`config.mk`:
```
export PLATFORM = sky130hd
export DESIGN_NAME = percent_decoder_core
export DESIGN_NICKNAME = d
export VERILOG_FILES = /design/src/rtl/pdec_pkg.sv /design/src/rtl/percent_decoder_core.sv /design/src/rtl/pdec_front.sv /design/src/rtl/pdec_fifo.sv /design/src/rtl/pdec_back.sv
export SDC_FILE = /design/constraint.sdc
export NUM_CORES = 1
export LEC_CHECK = 0
export ABC_AREA = 1
export ABC_CLOCK_PERIOD_IN_PS = 3200
export BUFFER_PORTS_ARGS = -buffer_cell sky130_fd_sc_hd__buf_2
export CORE_ASPECT_RATIO = 0.8
export CORE_MARGIN = 5
export CORE_UTILIZATION = 44
export CTS_CLUSTER_SIZE = 20
export DETAILED_ROUTE_END_ITERATION = 8
export GPL_ROUTABILITY_DRIVEN = 0
export SYNTH_ARGS = -nofsm -noshare
export SYNTH_HDL_FRONTEND = slang
export SYNTH_HIERARCHICAL = 1
export SYNTH_SLANG_ARGS = --single-unit
```
`constraint.sdc`:
```
create_clock -name clk_i -period 3.2 [get_ports clk_i]
set_clock_uncertainty 0.15 [all_clocks]
set_input_delay 0.64 -clock clk_i [delete_from_list [all_inputs] [get_ports clk_i]]
set_output_delay 0.64 -clock clk_i [all_outputs]
set_load 0.01 [all_outputs]
```
`src/rtl/pdec_pkg.sv`:
```
// ----------------------------------------------------------------------------
// pdec_pkg
// Shared types, character constants and hex helpers for the percent decoder.
// ----------------------------------------------------------------------------
`default_nettype none

package pdec_pkg;

  localparam logic [7:0] ChPercent = 8'h25;
  localparam logic [7:0] ChPlus    = 8'h2B;
  localparam logic [7:0] ChMinus   = 8'h2D;
  localparam logic [7:0] ChSpace   = 8'h20;
  localparam int unsigned HexRadixLog2 = 4;  // radix 16

  // Depth of the queue between the front and the back.
  localparam int unsigned QueueDepthDefault = 2;

  // One queued command. A pair word emits a literal '%' first, then data.
  typedef struct packed {
    logic       pair;
    logic [7:0] data;
    logic       last;
  } pdec_cmd_t;

  typedef struct packed {
    logic       ok;
    logic [3:0] val;
  } pdec_hex_t;

  function automatic pdec_hex_t hex_digit(input logic [7:0] c);
    pdec_hex_t r;
    r.ok  = 1'b0;
    r.val = 4'd0;
    if (c >= 8'h30 && c <= 8'h39) begin
      r.ok  = 1'b1;
      r.val = 4'(c - 8'h30);
    end else if (c >= 8'h61 && c <= 8'h66) begin
      r.ok  = 1'b1;
      r.val = 4'(c - 8'h57);
    end else if (c >= 8'h41 && c <= 8'h46) begin
      r.ok  = 1'b1;
      r.val = 4'(c - 8'h37);
    end
    return r;
  endfunction

  function automatic logic is_white(input logic [7:0] c);
    return (c == ChSpace) || (c >= 8'h09 && c <= 8'h0D);
  endfunction

  function automatic logic [7:0] plain_byte(input logic [7:0] c);
    return (c == ChPlus) ? ChSpace : c;
  endfunction

  // strtol-like parse of the two bytes after '%', wrapped to 8 bits.
  function automatic logic [7:0] pair_value(input logic [7:0] a, input logic [7:0] b);
    pdec_hex_t  ha;
    pdec_hex_t  hb;
    logic [7:0] single;
    logic [7:0] r;
    ha     = hex_digit(a);
    hb     = hex_digit(b);
    single = hb.ok ? {4'd0, hb.val} : 8'd0;
    if (is_white(a) || a == ChPlus) begin
      r = single;
    end else if (a == ChMinus) begin
      r = 8'(8'd0 - single);
    end else if (!ha.ok) begin
      r = 8'd0;
    end else if (!hb.ok) begin
      r = {4'd0, ha.val};
    end else begin
      r = 8'({4'd0, ha.val} << HexRadixLog2) | {4'd0, hb.val};
    end
    return r;
  endfunction

endpackage

`default_nettype wire

```
`src/rtl/percent_decoder_core.sv`:
```
// ----------------------------------------------------------------------------
// percent_decoder_core
// Form-urlencoded percent decoder: '+' to space, %XY to one byte.
// ----------------------------------------------------------------------------
// Path: a word that completes a result is written into the queue at the edge that
//   takes it, then loaded into the output register when the back end is free.
// Throughput: one input word per cycle unless the queue is full; one output word
//   per cycle unless the master stalls. A '%' one before the end gives two words.
// Reset: rst_ni clears the escape tracker, the queue pointers and the output
//   valid; no escape is pending after reset.
`default_nettype none

module percent_decoder_core #(
  parameter int unsigned QueueDepth = pdec_pkg::QueueDepthDefault  // >= 2
) (
  input  wire logic       clk_i,
  input  wire logic       rst_ni,
  // slave side
  input  wire logic       s_axis_tvalid,
  output logic            s_axis_tready,
  input  wire logic [7:0] s_axis_tdata,   // [7:0] in_byte
  input  wire logic       s_axis_tlast,   // in_last
  // master side
  output logic            m_axis_tvalid,
  input  wire logic       m_axis_tready,
  output logic [7:0]      m_axis_tdata,   // [7:0] out_byte
  output logic            m_axis_tlast    // out_last
);
  import pdec_pkg::*;

  // Front -> queue
  logic      push;
  pdec_cmd_t push_cmd;
  logic      q_full;

  // Queue -> back
  logic      q_empty;
  logic      pop;
  pdec_cmd_t head;

  // Front: tracks '%' and the first hex byte, turns each word into at most
  // one queued command (a pair command carries the stream-end literal '%').
  pdec_front u_front (
    .clk_i      (clk_i),
    .rst_ni     (rst_ni),
    .in_valid_i (s_axis_tvalid),
    .in_ready_o (s_axis_tready),
    .in_byte_i  (s_axis_tdata),
    .in_last_i  (s_axis_tlast),
    .q_full_i   (q_full),
    .push_o     (push),
    .cmd_o      (push_cmd)
  );

  // Queue decouples the front from output backpressure.
  pdec_fifo #(
    .Depth (QueueDepth)
  ) u_fifo (
    .clk_i      (clk_i),
    .rst_ni     (rst_ni),
    .push_i     (push),
    .push_cmd_i (push_cmd),
    .full_o     (q_full),
    .pop_i      (pop),
    .empty_o    (q_empty),
    .head_o     (head)
  );

  // Back: registered output word; splits pair commands into two words.
  pdec_back u_back (
    .clk_i       (clk_i),
    .rst_ni      (rst_ni),
    .empty_i     (q_empty),
    .head_i      (head),
    .pop_o       (pop),
    .out_valid_o (m_axis_tvalid),
    .out_ready_i (m_axis_tready),
    .out_byte_o  (m_axis_tdata),
    .out_last_o  (m_axis_tlast)
  );

endmodule

`default_nettype wire

```
`src/rtl/pdec_front.sv`:
```
// ----------------------------------------------------------------------------
// pdec_front
// Takes input words, tracks the escape sequence and queues output commands.
// ----------------------------------------------------------------------------
`default_nettype none

module pdec_front (
  input  wire logic               clk_i,
  input  wire logic               rst_ni,
  input  wire logic               in_valid_i,
  output logic                    in_ready_o,
  input  wire logic [7:0]         in_byte_i,
  input  wire logic               in_last_i,
  input  wire logic               q_full_i,
  output logic                    push_o,
  output pdec_pkg::pdec_cmd_t     cmd_o
);
  import pdec_pkg::*;

  localparam logic [1:0] PhIdle  = 2'd0;
  localparam logic [1:0] PhPct   = 2'd1;
  localparam logic [1:0] PhFirst = 2'd2;

  logic [1:0] phase_q, phase_d;
  logic [7:0] first_q, first_d;
  logic       accept;

  assign in_ready_o = !q_full_i;
  assign accept     = in_valid_i && in_ready_o;

  always_comb begin
    phase_d  = phase_q;
    first_d  = first_q;
    push_o   = 1'b0;
    cmd_o    = '{pair: 1'b0, data: plain_byte(in_byte_i), last: in_last_i};
    if (accept) begin
      unique case (phase_q)
        PhPct: begin
          if (in_last_i) begin
            push_o   = 1'b1;
            cmd_o.pair = 1'b1;
            phase_d  = PhIdle;
          end else begin
            first_d  = in_byte_i;
            phase_d  = PhFirst;
          end
        end
        PhFirst: begin
          push_o     = 1'b1;
          cmd_o.data = pair_value(first_q, in_byte_i);
          phase_d    = PhIdle;
        end
        default: begin
          phase_d = PhIdle;
          if (in_byte_i == ChPercent) begin
            if (in_last_i) begin
              push_o     = 1'b1;
              cmd_o.data = ChPercent;
            end else begin
              phase_d = PhPct;
            end
          end else begin
            push_o = 1'b1;
          end
        end
      endcase
    end
  end

  always_ff @(posedge clk_i or negedge rst_ni) begin
    if (!rst_ni) begin
      phase_q <= PhIdle;
      first_q <= 8'd0;
    end else begin
      phase_q <= phase_d;
      first_q <= first_d;
    end
  end

endmodule

`default_nettype wire

```
`src/rtl/pdec_fifo.sv`:
```
// ----------------------------------------------------------------------------
// pdec_fifo
// Short first-word-fall-through queue of commands between front and back.
// ----------------------------------------------------------------------------
`default_nettype none

module pdec_fifo #(
  parameter int unsigned Depth = pdec_pkg::QueueDepthDefault
) (
  input  wire logic                 clk_i,
  input  wire logic                 rst_ni,
  input  wire logic                 push_i,
  input  wire pdec_pkg::pdec_cmd_t  push_cmd_i,
  output logic                      full_o,
  input  wire logic                 pop_i,
  output logic                      empty_o,
  output pdec_pkg::pdec_cmd_t       head_o
);
  import pdec_pkg::*;

  localparam int unsigned PtrW = (Depth > 1) ? $clog2(Depth) : 1;
  localparam int unsigned CntW = $clog2(Depth + 1);
  localparam logic [PtrW-1:0] PtrMax = PtrW'(Depth - 1);

  pdec_cmd_t       mem_q [Depth];
  logic [PtrW-1:0] wr_q, rd_q;
  logic [CntW-1:0] cnt_q;

  assign full_o  = (cnt_q == CntW'(Depth));
  assign empty_o = (cnt_q == '0);
  assign head_o  = mem_q[rd_q];

  always_ff @(posedge clk_i) begin
    if (push_i) begin
      mem_q[wr_q] <= push_cmd_i;
    end
  end

  always_ff @(posedge clk_i or negedge rst_ni) begin
    if (!rst_ni) begin
      wr_q  <= '0;
      rd_q  <= '0;
      cnt_q <= '0;
    end else begin
      if (push_i) begin
        wr_q <= (wr_q == PtrMax) ? '0 : wr_q + 1'b1;
      end
      if (pop_i) begin
        rd_q <= (rd_q == PtrMax) ? '0 : rd_q + 1'b1;
      end
      if (push_i && !pop_i) begin
        cnt_q <= cnt_q + 1'b1;
      end else if (pop_i && !push_i) begin
        cnt_q <= cnt_q - 1'b1;
      end
    end
  end

  a_cnt_bound: assert property (@(posedge clk_i) disable iff (!rst_ni)
    cnt_q <= CntW'(Depth))
    else $error("queue count above depth");
  a_no_pop_empty: assert property (@(posedge clk_i) disable iff (!rst_ni)
    pop_i |-> !empty_o)
    else $error("pop from empty queue");
  a_no_push_full: assert property (@(posedge clk_i) disable iff (!rst_ni)
    push_i |-> !full_o)
    else $error("push into full queue");

endmodule

`default_nettype wire

```
`src/rtl/pdec_back.sv`:
```
// ----------------------------------------------------------------------------
// pdec_back
// Drains queued commands into the registered output word, splitting pairs.
// ----------------------------------------------------------------------------
`default_nettype none

module pdec_back (
  input  wire logic                 clk_i,
  input  wire logic                 rst_ni,
  input  wire logic                 empty_i,
  input  wire pdec_pkg::pdec_cmd_t  head_i,
  output logic                      pop_o,
  output logic                      out_valid_o,
  input  wire logic                 out_ready_i,
  output logic [7:0]                out_byte_o,
  output logic                      out_last_o
);
  import pdec_pkg::*;

  logic       valid_q;
  logic       pend_q;     // second word of a pair still owed
  logic [7:0] pend_byte_q;
  logic [7:0] byte_q;
  logic       last_q;
  logic       load;

  assign load        = !valid_q || out_ready_i;
  assign pop_o       = load && !pend_q && !empty_i;
  assign out_valid_o = valid_q;
  assign out_byte_o  = byte_q;
  assign out_last_o  = last_q;

  always_ff @(posedge clk_i or negedge rst_ni) begin
    if (!rst_ni) begin
      valid_q <= 1'b0;
      pend_q  <= 1'b0;
    end else if (load) begin
      if (pend_q) begin
        valid_q <= 1'b1;
        pend_q  <= 1'b0;
      end else begin
        valid_q <= !empty_i;
        pend_q  <= !empty_i && head_i.pair;
      end
    end
  end

  always_ff @(posedge clk_i) begin
    if (load) begin
      if (pend_q) begin
        byte_q <= pend_byte_q;
        last_q <= 1'b1;
      end else if (head_i.pair) begin
        byte_q      <= ChPercent;
        last_q      <= 1'b0;
        pend_byte_q <= head_i.data;
      end else begin
        byte_q <= head_i.data;
        last_q <= head_i.last;
      end
    end
  end

  a_pend_valid: assert property (@(posedge clk_i) disable iff (!rst_ni)
    pend_q |-> valid_q)
    else $error("pair tail owed without a word on the output");
  a_pend_head: assert property (@(posedge clk_i) disable iff (!rst_ni)
    pend_q |-> (byte_q == ChPercent) && !last_q)
    else $error("pair head is not a plain percent");

endmodule

`default_nettype wire

```
# After elaboration in Yosys (flattened, before gate mapping)
# Memories as Yosys holds them, arrays and structs flattened.
# Cells that the tools add are included.
# Widths: inputs -> output; s select.
[classes] n_addsub=11 n_mul=0 n_div=0 n_lt_le_gt_ge=14 n_eq_ne=8 shift=0 muxes=40 n_bitwise=3 n_reduce_logical=26
[op_table] operator="$mux 8" count=9
[op_table] operator="$mux 5" count=10
[op_table] operator="$eq 8x6->1 const B" count=5
[op_table] operator="$ge 8x7->1 const B" count=4
[op_table] operator="$le 8x7->1 const B" count=4
[op_table] operator="$ge 8x6->1 const B" count=2
[op_table] operator="$le 8x6->1 const B" count=2
[op_table] operator="$pmux 8 s2" count=1
[op_table] operator="$sub 4x3->4 const B" count=4
[op_table] operator="$logic_and 1x1->1" count=13
[op_table] operator="$mux 1" count=12
[op_table] operator="$mux 9" count=1
[op_table] operator="$ge 8x4->1 const B" count=1
[op_table] operator="$le 8x4->1 const B" count=1
[op_table] operator="$mux 2" count=4
[op_table] operator="$or 8x4->8" count=1
[op_table] operator="$sub 1x8->8 const A" count=1
[op_table] operator="$sub 4x1->4 const B" count=2
[op_table] operator="$logic_not 1->1" count=6
[op_table] operator="$reduce_and 3->1" count=2
[op_table] operator="$eq 2x2->1 const B" count=2
[op_table] operator="$mux 4" count=1
[op_table] operator="$pmux 2 s2" count=1
[op_table] operator="$logic_or 1x1->1" count=3
[op_table] operator="other kinds (8)" count=10
[totals] regBits=33 latch_bits=0 ram_bits=20 romBits=0 input_bits=13 output_inout_bits=11 elab_cells=113 memories=1
[mem_list] memory="u_fifo.mem_q" words=2 word_bits=10 read_ports=1 rd_ports_with_merged_regs=0 wr=1 line="pdec_fifo.sv:25" rtl="pdec_cmd_t mem_q [Depth];"

# Depth between registers and ports, before layout
# Gate-level depths: netlist of the first run.
[logic_depth] ltp_word=14 mapped_depth=15 mapped_depth_nobuf=15

# Hierarchy
# Netlist of the first run, hierarchy kept.
[by_module_without_submodules] mod="pdec_front" n_inst=1 cells_each=228 area_each_um2=1367.6 seq_area_each_um2=250.2
[by_module_without_submodules] mod="pdec_fifo" n_inst=1 cells_each=56 area_each_um2=964.7 seq_area_each_um2=700.7
[by_module_without_submodules] mod="pdec_back" n_inst=1 cells_each=59 area_each_um2=735.7 seq_area_each_um2=560.5

# Least setup slack after synthesis of the first run
# No wires, ideal clock.
[synth_timing] kind="input port to flip-flop" start="input port s_axis_tdata[1]" end="memory u_fifo/mem_q[0][0] in the netlist's numbering, enable pin" setup_time_ns=0.376 arrival_time_ns=1.893 required_ns=2.674 setup_slack_ns=0.780 path_stages=9 path_buffers=0 cell_sequence="inv_1 ha_1 nand4_1 o31ai_1 inv_1 o21ai_0 o21ai_0 inv_1 nor2_1"
[synth_between] elab_chain_len=6
[synth_rtl] element="start: declaration" line="percent_decoder_core.sv:21" rtl="input wire logic [7:0] s_axis_tdata,"
[synth_rtl] element="$eq 8x6->1" line="pdec_front.sv:55" rtl="if (in_byte_i == ChPercent) begin"
[synth_rtl] element="$mux 1" line="pdec_front.sv:55"
[synth_rtl] element="$pmux 1 s2" line="pdec_front.sv:37" rtl="unique case (phase_q)"
[synth_rtl] element="$mux 1" line="pdec_front.sv:36" rtl="if (accept) begin"
[synth_rtl] element="named net push" line="percent_decoder_core.sv:32" rtl="logic push;"
[synth_rtl] element="$mux 1" line="pdec_fifo.sv:34" rtl="if (push_i) begin"
[synth_rtl] element="$mux 1 (implied by the code)" line="pdec_fifo.sv:35" rtl="mem_q[wr_q] <= push_cmd_i;"
[synth_rtl] element="end: declaration" line="pdec_fifo.sv:25"
# The timed path passes the listed nets, and every way through them passes these cells.

# Worst setup path in the final report of the first run
[layout_timing] start="input port s_axis_tdata[1]" end="memory u_fifo/mem_q[0][5] in the netlist's numbering, enable pin"
# The elaborated chain is that of the path after synthesis.

==> flow_summary.ini, run 1 <==
[yosys]
synth.avg_cell_area_um2 = 8.94
netlist-cell-type-count = 38
syn_area_mm2 = 0.00307
seq_area_frac_synth_pct = 49.3
syn_nets = 366
synth-seq-cells = 53
synth_warnings = 6
synthCells = 343

[placement]
dp_slack_ns = 0.315
port_buffers = 23
hpwl_um = 4590
placed_cell_area_mm2 = 0.00325
place_inst = 449

[detailed_routing]
postRouteAntennaNets = 0
viasPerCell = 4.96
dr.pass1.iters = 4
routed_wl_um = 5690
num_vias = 2269
dr_wl_met2_um = 2840
remaining_drc_errors = 0
wl_met1_um = 2540
wl_per_cell_um = 12.5
highest_layer = met4
drt_iter0_drc = 157
dr_wl_met3_um = 261

[grt]
grt_max_degree = 19
grtUsageTotal_pct = 14.1
grt_pass1_vias = 2254
antenna_found_initial = 0
grt_pass1_wl_um = 9860
grt.overflow.total = 0

[flow_run]
maxCapViolations = 0

[clocking]
cts_tree = yes
clockBufferDepth = 2
clkSinkCount = 53
cts_resized = 0
h-tree-depth = 2
post-cts-setup-buffers = 0
ctsHoldBuffers = 0
clkLatencyLatePin_ns = 0.30
clkTransAtPathRegs_ns = 0.10
root_buffer = clkbuf_8
numCtsBuffers = 5

[floorplan]
rows = 27
core_mm2 = 0.00682
dieWidth_um = 103
pin_count = 24
start_util_pct = 45.0
dieArea_mm2 = 0.00875
chipHeight_um = 84.7

[sta]
rsz0062_at_grt = no
setup_ws_ns = 0.650
fin_crit_sh_pct = 79.7
hold_ws_ns = 0.0937
maxSlewViolCount = 0
timing.final.crit_period_ns = 2.55
hold_viol = 0
setup_violations = 0
max_freq_ghz = 0.392
fin_setup_tns_ns = 0
tightest_slew_ns = 0.822
slew_headroom_pct = 45.0

[final_layout]
regArea_mm2 = 0.00151
nets = 392
final_cell_mix = nand2_1, inv_1, edfxtp_1
finalNonFillerCells = 457
syn_to_final_growth_pct = 9.14
finish.utilization_pct = 49.1
design_area_mm2 = 0.00335
layout_commonest_cell = nand2_1
multi_input_area_mm2 = 0.00132
fillers = 679
n_antenna_cell = 0
final_layout_size_suffix_gt1_share_pct = 21.1

[power_and_ir_drop]
p_int_mw = 1.70
ir_worst_vdd_mv = 0.354
powerDensity_mw_per_mm2 = 842
switching_share_pct = 39.6
p_total_mw = 2.82
p_sw_mw = 1.12
pwr-share-comb_pct = 42.8
p_seq_share_pct = 43.8
p_clk_share_pct = 13.4
leakage_nw = 1.54

[worst_hold_path]
holdCritPathClass = input port to asynchronous set/reset pin

[critical_path]
r2r_end = u_fifo/mem_q[0][5]$_DFFE_PP_
rrSetupSlack_ns = 0.66
cp-end-kind = flip-flop
path_max_fanout = 10
reg2reg_depth = 11
critPathKind = input port to flip-flop
reg2reg_from = u_fifo/cnt_q[1]$_DFFE_PN0P_
critical_path_required_ns = 2.98
startpoint_type = input port
arrival_ns = 2.33

[outcome]
status = completed
[power groups by stage]
stage / combinational (mW) / sequential (mW) / clock [mW]
2_1_floorplan: 0.952 / 1.24 / 0
3_3_place_gp: 1.20 / 1.25 / 0
3_5_place_dp: 1.22 / 1.25 / 0
4_1_cts: 1.22 / 1.24 / 0.395
5_1_grt: 1.37 / 1.27 / 0.426
6_report: 1.21 / 1.24 / 0.378
[synth_stat cells, drive strengths merged]
master  count  share of area [%]
nand2      99                 13
inv        50                6.3
edfxtp     37                 36
nand3      32                5.5
nor2       32                4.5
o21ai      24                4.5
dfrtp      16                 13
ha         10                4.1
mux2       10                4.8
nand4       6                1.2
nor3        6                1.5
a21oi       5               0.94
buf         4                1.3
nand3b      2               0.90
xor2        2               0.57
a211oi      1               0.24
a31o        1               0.29
a31oi       1               0.20
clkbuf      1               0.12
o22ai       1               0.20
o31ai       1               0.24
or2         1               0.20
xnor2       1               0.29
[worst max-delay path by stage]
stage                                 from  slack, ns  cells after the start                           end
2_1_floorplan              s_axis_tdata[1]       0.78                      9  u_fifo/mem_q[0][0]$_DFFE_PP_
5_1_grt        u_fifo/cnt_q[1]$_DFFE_PN0P_       0.41                     11  u_fifo/mem_q[0][5]$_DFFE_PP_
6_report                   s_axis_tdata[1]       0.65                     10  u_fifo/mem_q[0][5]$_DFFE_PP_
3_3_place_gp               s_axis_tdata[1]       0.34                     10  u_fifo/mem_q[0][4]$_DFFE_PP_
3_5_place_dp               s_axis_tdata[1]       0.32                     10  u_fifo/mem_q[0][4]$_DFFE_PP_
4_1_cts        u_fifo/cnt_q[1]$_DFFE_PN0P_       0.65                     11  u_fifo/mem_q[0][5]$_DFFE_PP_
[final cells by class]
| cell class | instances | share of cell area, % |
|---|---|---|
| sequential | 53 | 45.1 |
| multi-input combinational | 235 | 39.4 |
| inverter | 50 | 5.75 |
| timing repair buffer | 24 | 3.66 |
| tap | 87 | 3.25 |
| clock buffer | 5 | 2.06 |
| clock inverter | 3 | 0.747 |
[kinds of logic (layout without fill, tap and decap cells)]
| kind of cell | Yosys count | count (layout) | share of synthesized area [%] |
|---|---|---|---|
| AND/OR/NAND/NOR | 178 | 178 | 26.6 |
| XOR/XNOR | 3 | 3 | 0.857 |
| buffers and inverters | 55 | 82 | 7.75 |
| flip-flops | 53 | 53 | 49.3 |
| adder cells (fa/ha/maj) | 10 | 10 | 4.08 |
| multiplexers | 10 | 10 | 4.77 |
| AO/OA/AOI/OAI | 34 | 34 | 6.65 |
[registers in the layout (all words and copies together), names as in the netlist, 2 cells and up]
signal,flops
u_fifo/mem_q,20
u_back/pend_byte_q,8
u_front/phase_q,2
u_front/first_q,8
u_fifo/cnt_q,2
u_back/out_byte_o,8
[worst max-delay path, stage by stage]
cell and delay [ns]:
buf_2 0.11, inv_1 0.08, ha_1 0.22, nand4_1 0.15, o31ai_1 0.08, inv_1 0.07
o21ai_0 0.07, o21ai_0 0.19, inv_1 0.08, nor2_1 0.64
[routing by layer]
metal	global-route usage, %	up-vias
met5	0	-
met4	4.00	0
met3	3.32	4
met2	24.3	55
met1	17.5	1032
li1	-	1178
Note: power is estimated with default switching activity, not from simulation.
==> run 2: changes to the inputs <==
--- a/config.mk
+++ b/config.mk
@@ -6,7 +6,7 @@
 export NUM_CORES = 1
 export LEC_CHECK = 0
 export ABC_AREA = 1
-export ABC_CLOCK_PERIOD_IN_PS = 3200
+export ABC_CLOCK_PERIOD_IN_PS = 2150
 export BUFFER_PORTS_ARGS = -buffer_cell sky130_fd_sc_hd__buf_2
 export CORE_ASPECT_RATIO = 0.8
 export CORE_MARGIN = 5
==> constraint.sdc (replaced) <==
create_clock -name clk_i -period 2.15 [get_ports clk_i]
set_clock_uncertainty 0.15 [all_clocks]
set_input_delay 0.43 -clock clk_i [delete_from_list [all_inputs] [get_ports clk_i]]
set_output_delay 0.43 -clock clk_i [all_outputs]
set_load 0.01 [all_outputs]
==> run 2 against run 1 <==
Clock power grew 76%. Non-clock buffer count grew 39. Combinational power grew 80%. Register-to-register slack worse by 0.58 ns. Critical path type is now flip-flop to flip-flop. Largest power group is now combinational cells.
==> flow_summary.ini, run 2 (same netlist as run 1, synthesis figures left out) <==
[outcome]
status = completed

[final_layout]
final_layout_size_suffix_gt1_share_pct = 33.7
multi_input_area_mm2 = 0.00141
largest-register = u_fifo/mem_q
regArea_mm2 = 0.00151
final_cell_mix = nand2_1, buf_4, edfxtp_1
syn_to_final_growth_pct = 22.8
n_antenna_cell = 0
finish.utilization_pct = 55.2
fillers = 642
layout_commonest_cell = nand2_1
nets = 432
finalNonFillerCells = 497
largest_register_ff_count = 20

[critical_path]
cp-end-kind = flip-flop
arrival_ns = 2.03
reg2reg_depth = 10
r2r_end = u_fifo/mem_q[1][8]$_DFFE_PP_
critical_path_required_ns = 2.12
path_max_fanout = 7
startpoint_type = flip-flop
critPathKind = flip-flop to flip-flop
rrSetupSlack_ns = 0.08
reg2reg_from = u_front/first_q[0]$_DFFE_PN0P_

[clocking]
clkLatencyLatePin_ns = 0.30
clockBufferDepth = 2
cts_tree = yes
h-tree-depth = 2
clkTransAtPathRegs_ns = 0.10
numCtsBuffers = 5
clkSinkCount = 53
root_buffer = clkbuf_8

[sta]
tightest_slew_ns = 0.545
setup_violations = 0
setup_ws_ns = 0.0829
fin_crit_sh_pct = 96.1
slew_headroom_pct = 63.6
maxSlewViolCount = 0
timing.final.crit_period_ns = 2.07
hold_viol = 0
max_freq_ghz = 0.484

[floorplan]
chipHeight_um = 84.7
dieArea_mm2 = 0.00875
start_util_pct = 45.0
rows = 27
pin_count = 24
dieWidth_um = 103
core_mm2 = 0.00682

[worst_hold_path]
hp-start = s_axis_tlast
min_path_cells = 1
holdCritPathClass = input port to flip-flop
hold_path_end = u_fifo/mem_q[1][0]$_DFFE_PP_

[power_and_ir_drop]
ir_worst_vdd_mv = 0.562
p_clk_share_pct = 14.2
pwr-share-comb_pct = 46.5
powerDensity_mw_per_mm2 = 1240
switching_share_pct = 38.7
p_total_mw = 4.69
p_sw_mw = 1.82
p_seq_share_pct = 39.3
p_int_mw = 2.87
leakage_nw = 1.76

[placement]
place_inst = 484
dp_slack_ns = -0.294
hpwl_um = 5090
port_buffers = 23

[detailed_routing]
wl_per_cell_um = 13.1
remaining_drc_errors = 0
drt_iter0_drc = 99
postRouteAntennaNets = 0
num_vias = 2458
viasPerCell = 4.95
dr.pass1.iters = 4
routed_wl_um = 6520

[grt]
grt_pass1_wl_um = 10600
antenna_found_initial = 0
grt.overflow.total = 0
grtUsageTotal_pct = 15.2
grt_max_degree = 18
grt_pass1_vias = 2320

[flow_run]
maxCapViolations = 0
-- run 2: changes by cell type in the layout (fill, tap and decap cells not counted), moves of 3 or more --
cell / before / now
buf_4: 1 / 39
inv_2: 12 / 15
nand3_1: 30 / 23
ha_1: 10 / 7
inv_1: 37 / 33
nand3_2: 2 / 9
-- run 2: critical path, cell delays in order, from the launching register on --
cell,delay [ns]
dfrtp_2,0.45
inv_1,0.10
ha_1,0.21
inv_2,0.07
nand3_2,0.11
nand3b_4,0.13
nand2_1,0.12
nand2_1,0.11
o21ai_1,0.17
inv_1,0.05
o21ai_1,0.22
-- run 2: what timing repair did --
item                                    4_1_cts  5_1_grt
pin swaps                                     0        4
hold buffers                                  1        0
endpoints found under the hold margin        16        0
endpoints found under the setup margin       11       38
gates resized for setup                       1       24
cloned                                        0        1
setup buffers                                 1        2
-- run 2: layout make-up --
type / count / share of cell area, %
Sequential cell: 53 / 40.2
Clock buffer: 6 / 1.93
Timing Repair inverter: 1 / 0.199
Tap cell: 87 / 2.89
Inverter: 50 / 5.21
Timing Repair Buffer: 63 / 11.1
Clock inverter: 2 / 1.03
Multi-Input combinational cell: 235 / 37.5
-- run 2: power by group through the flow --
stage | Sequential (mW) | Combinational (mW) | Clock [mW]
after detailed placement | 1.85 | 2.00 | 0
after global routing | 1.89 | 2.45 | 0.726
after CTS | 1.83 | 2.03 | 0.684
after global placement | 1.83 | 1.94 | 0
final | 1.84 | 2.18 | 0.664
after floorplan | 1.84 | 1.42 | 0
-- run 2: worst max-delay path by stage --
stage | from | endpoint | slack (ns) | cells after the start
6_report | u_front/first_q[0]$_DFFE_PN0P_ | u_fifo/mem_q[1][8]$_DFFE_PP_ | 0.08 | 10
5_1_grt | u_front/phase_q[0]$_DFFE_PN0P_ | u_fifo/mem_q[1][7]$_DFFE_PP_ | -0.002 | 10
4_1_cts | u_front/phase_q[0]$_DFFE_PN0P_ | u_fifo/cnt_q[1]$_DFFE_PN0P_ | 0.002 | 12
2_1_floorplan | s_axis_tdata[0] | u_fifo/mem_q[0][6]$_DFFE_PP_ | -0.01 | 13
3_3_place_gp | s_axis_tdata[1] | u_fifo/cnt_q[1]$_DFFE_PN0P_ | -0.22 | 13
3_5_place_dp | s_axis_tdata[1] | u_fifo/cnt_q[1]$_DFFE_PN0P_ | -0.29 | 13
-- run 2: per-layer routing --
metal	part of all wire, %	vias to the layer above	GRT usage, %
met1	42	1132	19.1
li1	-	1253	-
met2	52	65	27.0
met3	5.3	8	2.74
met4	1.0	0	2.82
met5	0	-	0
-- run 2: per-stage QoR --
step | instance area [um^2] | hold slack (ns) | TNS [ns]
after floorplan | 3080 | -0.0156 | -0.0450
after global placement | 3530 | 0.229 | -5.16
after detailed placement | 3530 | 0.225 | -6.85
after CTS | 3660 | 0.231 | 0
after global routing | 3770 | 0.234 | -0.00418
final | 3770 | 0.239 | 0
==> run 3: changes to the inputs <==
--- a/config.mk
+++ b/config.mk
@@ -6,10 +6,10 @@
 export NUM_CORES = 1
 export LEC_CHECK = 0
 export ABC_AREA = 1
-export ABC_CLOCK_PERIOD_IN_PS = 2150
+export ABC_CLOCK_PERIOD_IN_PS = 2700
 export BUFFER_PORTS_ARGS = -buffer_cell sky130_fd_sc_hd__buf_2
 export CORE_ASPECT_RATIO = 0.8
-export CORE_MARGIN = 5
+export CORE_MARGIN = 2
 export CORE_UTILIZATION = 44
 export CTS_CLUSTER_SIZE = 20
 export DETAILED_ROUTE_END_ITERATION = 8
==> constraint.sdc (replaced) <==
create_clock -name clk_i -period 2.7 [get_ports clk_i]
set_clock_uncertainty 0.15 [all_clocks]
set_input_delay 0.54 -clock clk_i [delete_from_list [all_inputs] [get_ports clk_i]]
set_output_delay 0.54 -clock clk_i [all_outputs]
set_load 0.01 [all_outputs]
==> run 3 against run 2 <==
Design area fell by 9.7%. Clock power is 31% lower. Largest cell class unchanged. Combinational power fell by 33%. Sequential share of layout area increased by 4.2 points. Global-route usage grew 1.7 points. Total power shrank 28%. Wire length is 11% lower. Sequential cell count unchanged. Setup slack better by 0.19 ns.
==> flow_summary.ini, run 3 (same netlist as run 1, synthesis figures left out) <==
[sta]
max_freq_ghz = 0.412
tightest_slew_ns = 0.801
hold_viol = 0
fin_setup_tns_ns = 0
fin_crit_sh_pct = 89.9
setup_ws_ns = 0.271
setup_violations = 0
timing.final.crit_period_ns = 2.43
slew_headroom_pct = 46.4
maxSlewViolCount = 0
rsz0062_at_grt = no

[clocking]
clkLatencyLatePin_ns = 0.31
root_buffer = clkbuf_8
post-cts-setup-buffers = 0
numCtsBuffers = 5
cts_tree = yes
clkTransAtPathRegs_ns = 0.10
clkSinkCount = 53
h-tree-depth = 2
clockBufferDepth = 2

[grt]
grt_pass1_wl_um = 10400
grtUsageTotal_pct = 16.9
antenna_found_initial = 0
grt_pass1_vias = 2248
grt.overflow.total = 0
grt_max_degree = 19

[placement]
place_inst = 455
dp_slack_ns = -0.0252
port_buffers = 23
hpwl_um = 4700

[detailed_routing]
postRouteAntennaNets = 0
routed_wl_um = 5830
num_vias = 2254
viasPerCell = 4.86
wl_per_cell_um = 12.6
drt_iter0_drc = 87
dr.pass1.iters = 4
remaining_drc_errors = 0

[critical_path]
critical_path_required_ns = 2.50
critPathKind = flip-flop to flip-flop
startpoint_type = flip-flop
cp-end-kind = flip-flop
arrival_ns = 2.23
path_max_fanout = 10

[floorplan]
pin_count = 24
dieArea_mm2 = 0.00766
core_mm2 = 0.00682
start_util_pct = 45.0
dieWidth_um = 97.4
rows = 27
chipHeight_um = 78.7

[power_and_ir_drop]
ir_worst_vdd_mv = 0.510
powerDensity_mw_per_mm2 = 994
p_total_mw = 3.38
leakage_nw = 1.58

[final_layout]
nets = 399
fillers = 658
finalNonFillerCells = 464
n_antenna_cell = 0
largest_register_ff_count = 20
largest-register = u_fifo/mem_q
syn_to_final_growth_pct = 10.9
final_layout_size_suffix_gt1_share_pct = 22.3
final_cell_mix = nand2_1, inv_1, edfxtp_1
layout_commonest_cell = nand2_1

[worst_hold_path]
holdCritPathClass = input port to flip-flop

[flow_run]
maxCapViolations = 0

[outcome]
status = completed
## run 3: stage by stage
| step | utilization [%] | hold slack, ns | instance area (um^2) |
|---|---|---|---|
| 6_report | 49.9 | 0.327 | 3400 |
| 5_1_grt | 49.9 | 0.314 | 3400 |
| 3_5_place_dp | 48.3 | 0.335 | 3300 |
| 3_3_place_gp | 48.3 | 0.336 | 3300 |
| 2_1_floorplan | - | 0.0944 | 3070 |
| 4_1_cts | 49.9 | 0.320 | 3400 |
## run 3: cell type report
class                      count  area [um^2]  area share, %
inverter                      50          193           5.66
timing repair buffer          31          178           5.22
sequential                    53         1510           44.4
multi-input combinational    235         1320           38.7
clock buffer                   5         68.8           2.02
tap                           87          109           3.20
clock inverter                 3         25.0          0.735
## run 3: report_power, final
group | total, mW | internal, mW | leakage [nW] | switching, mW
logic | 1.45 | 0.573 | 0.989 | 0.879
clock network | 0.459 | 0.188 | 0.0447 | 0.271
registers | 1.47 | 1.28 | 0.544 | 0.193
## run 3: worst paths after layout
check / start / end / slack, ns / cells past startpoint
worst max register to register: u_front/phase_q[0]$_DFFE_PN0P_ / u_fifo/mem_q[0][4]$_DFFE_PP_ / 0.27 / 9
worst max-delay path: u_front/phase_q[0]$_DFFE_PN0P_ / u_fifo/mem_q[0][4]$_DFFE_PP_ / 0.27 / 9
worst min register to register: u_fifo/cnt_q[1]$_DFFE_PN0P_ / u_fifo/cnt_q[1]$_DFFE_PN0P_ / 0.36 / 2
min in group asynchronous: rst_ni / u_fifo/cnt_q[1]$_DFFE_PN0P_ / 0.52 / 2
max in group asynchronous: rst_ni / u_fifo/cnt_q[0]$_DFFE_PN0P_ / 1.61 / 2
worst min-delay path: m_axis_tready / u_back/pend_q$_DFFE_PN0P_ / 0.33 / 4
## run 3: layer usage
metal | GRT usage [%] | part of all wire [%]
met1 | 20.8 | 46
met2 | 29.6 | 49
met3 | 3.74 | 3.7
met4 | 5.28 | 1.4
met5 | 0 | 0
## run 3: repair_timing
item,in CTS,in global routing
gates resized for setup,0,0
hold buffers,1,0
endpoints found under the hold margin,16,0
## run 3: worst max-delay path, cell delays in order, from the launching register on
cell,delay (ns)
dfrtp_1,0.37
inv_1,0.06
ha_1,0.35
inv_1,0.09
o31ai_1,0.07
inv_1,0.07
o21ai_0,0.08
o21ai_0,0.14
inv_1,0.07
nor2_1,0.62
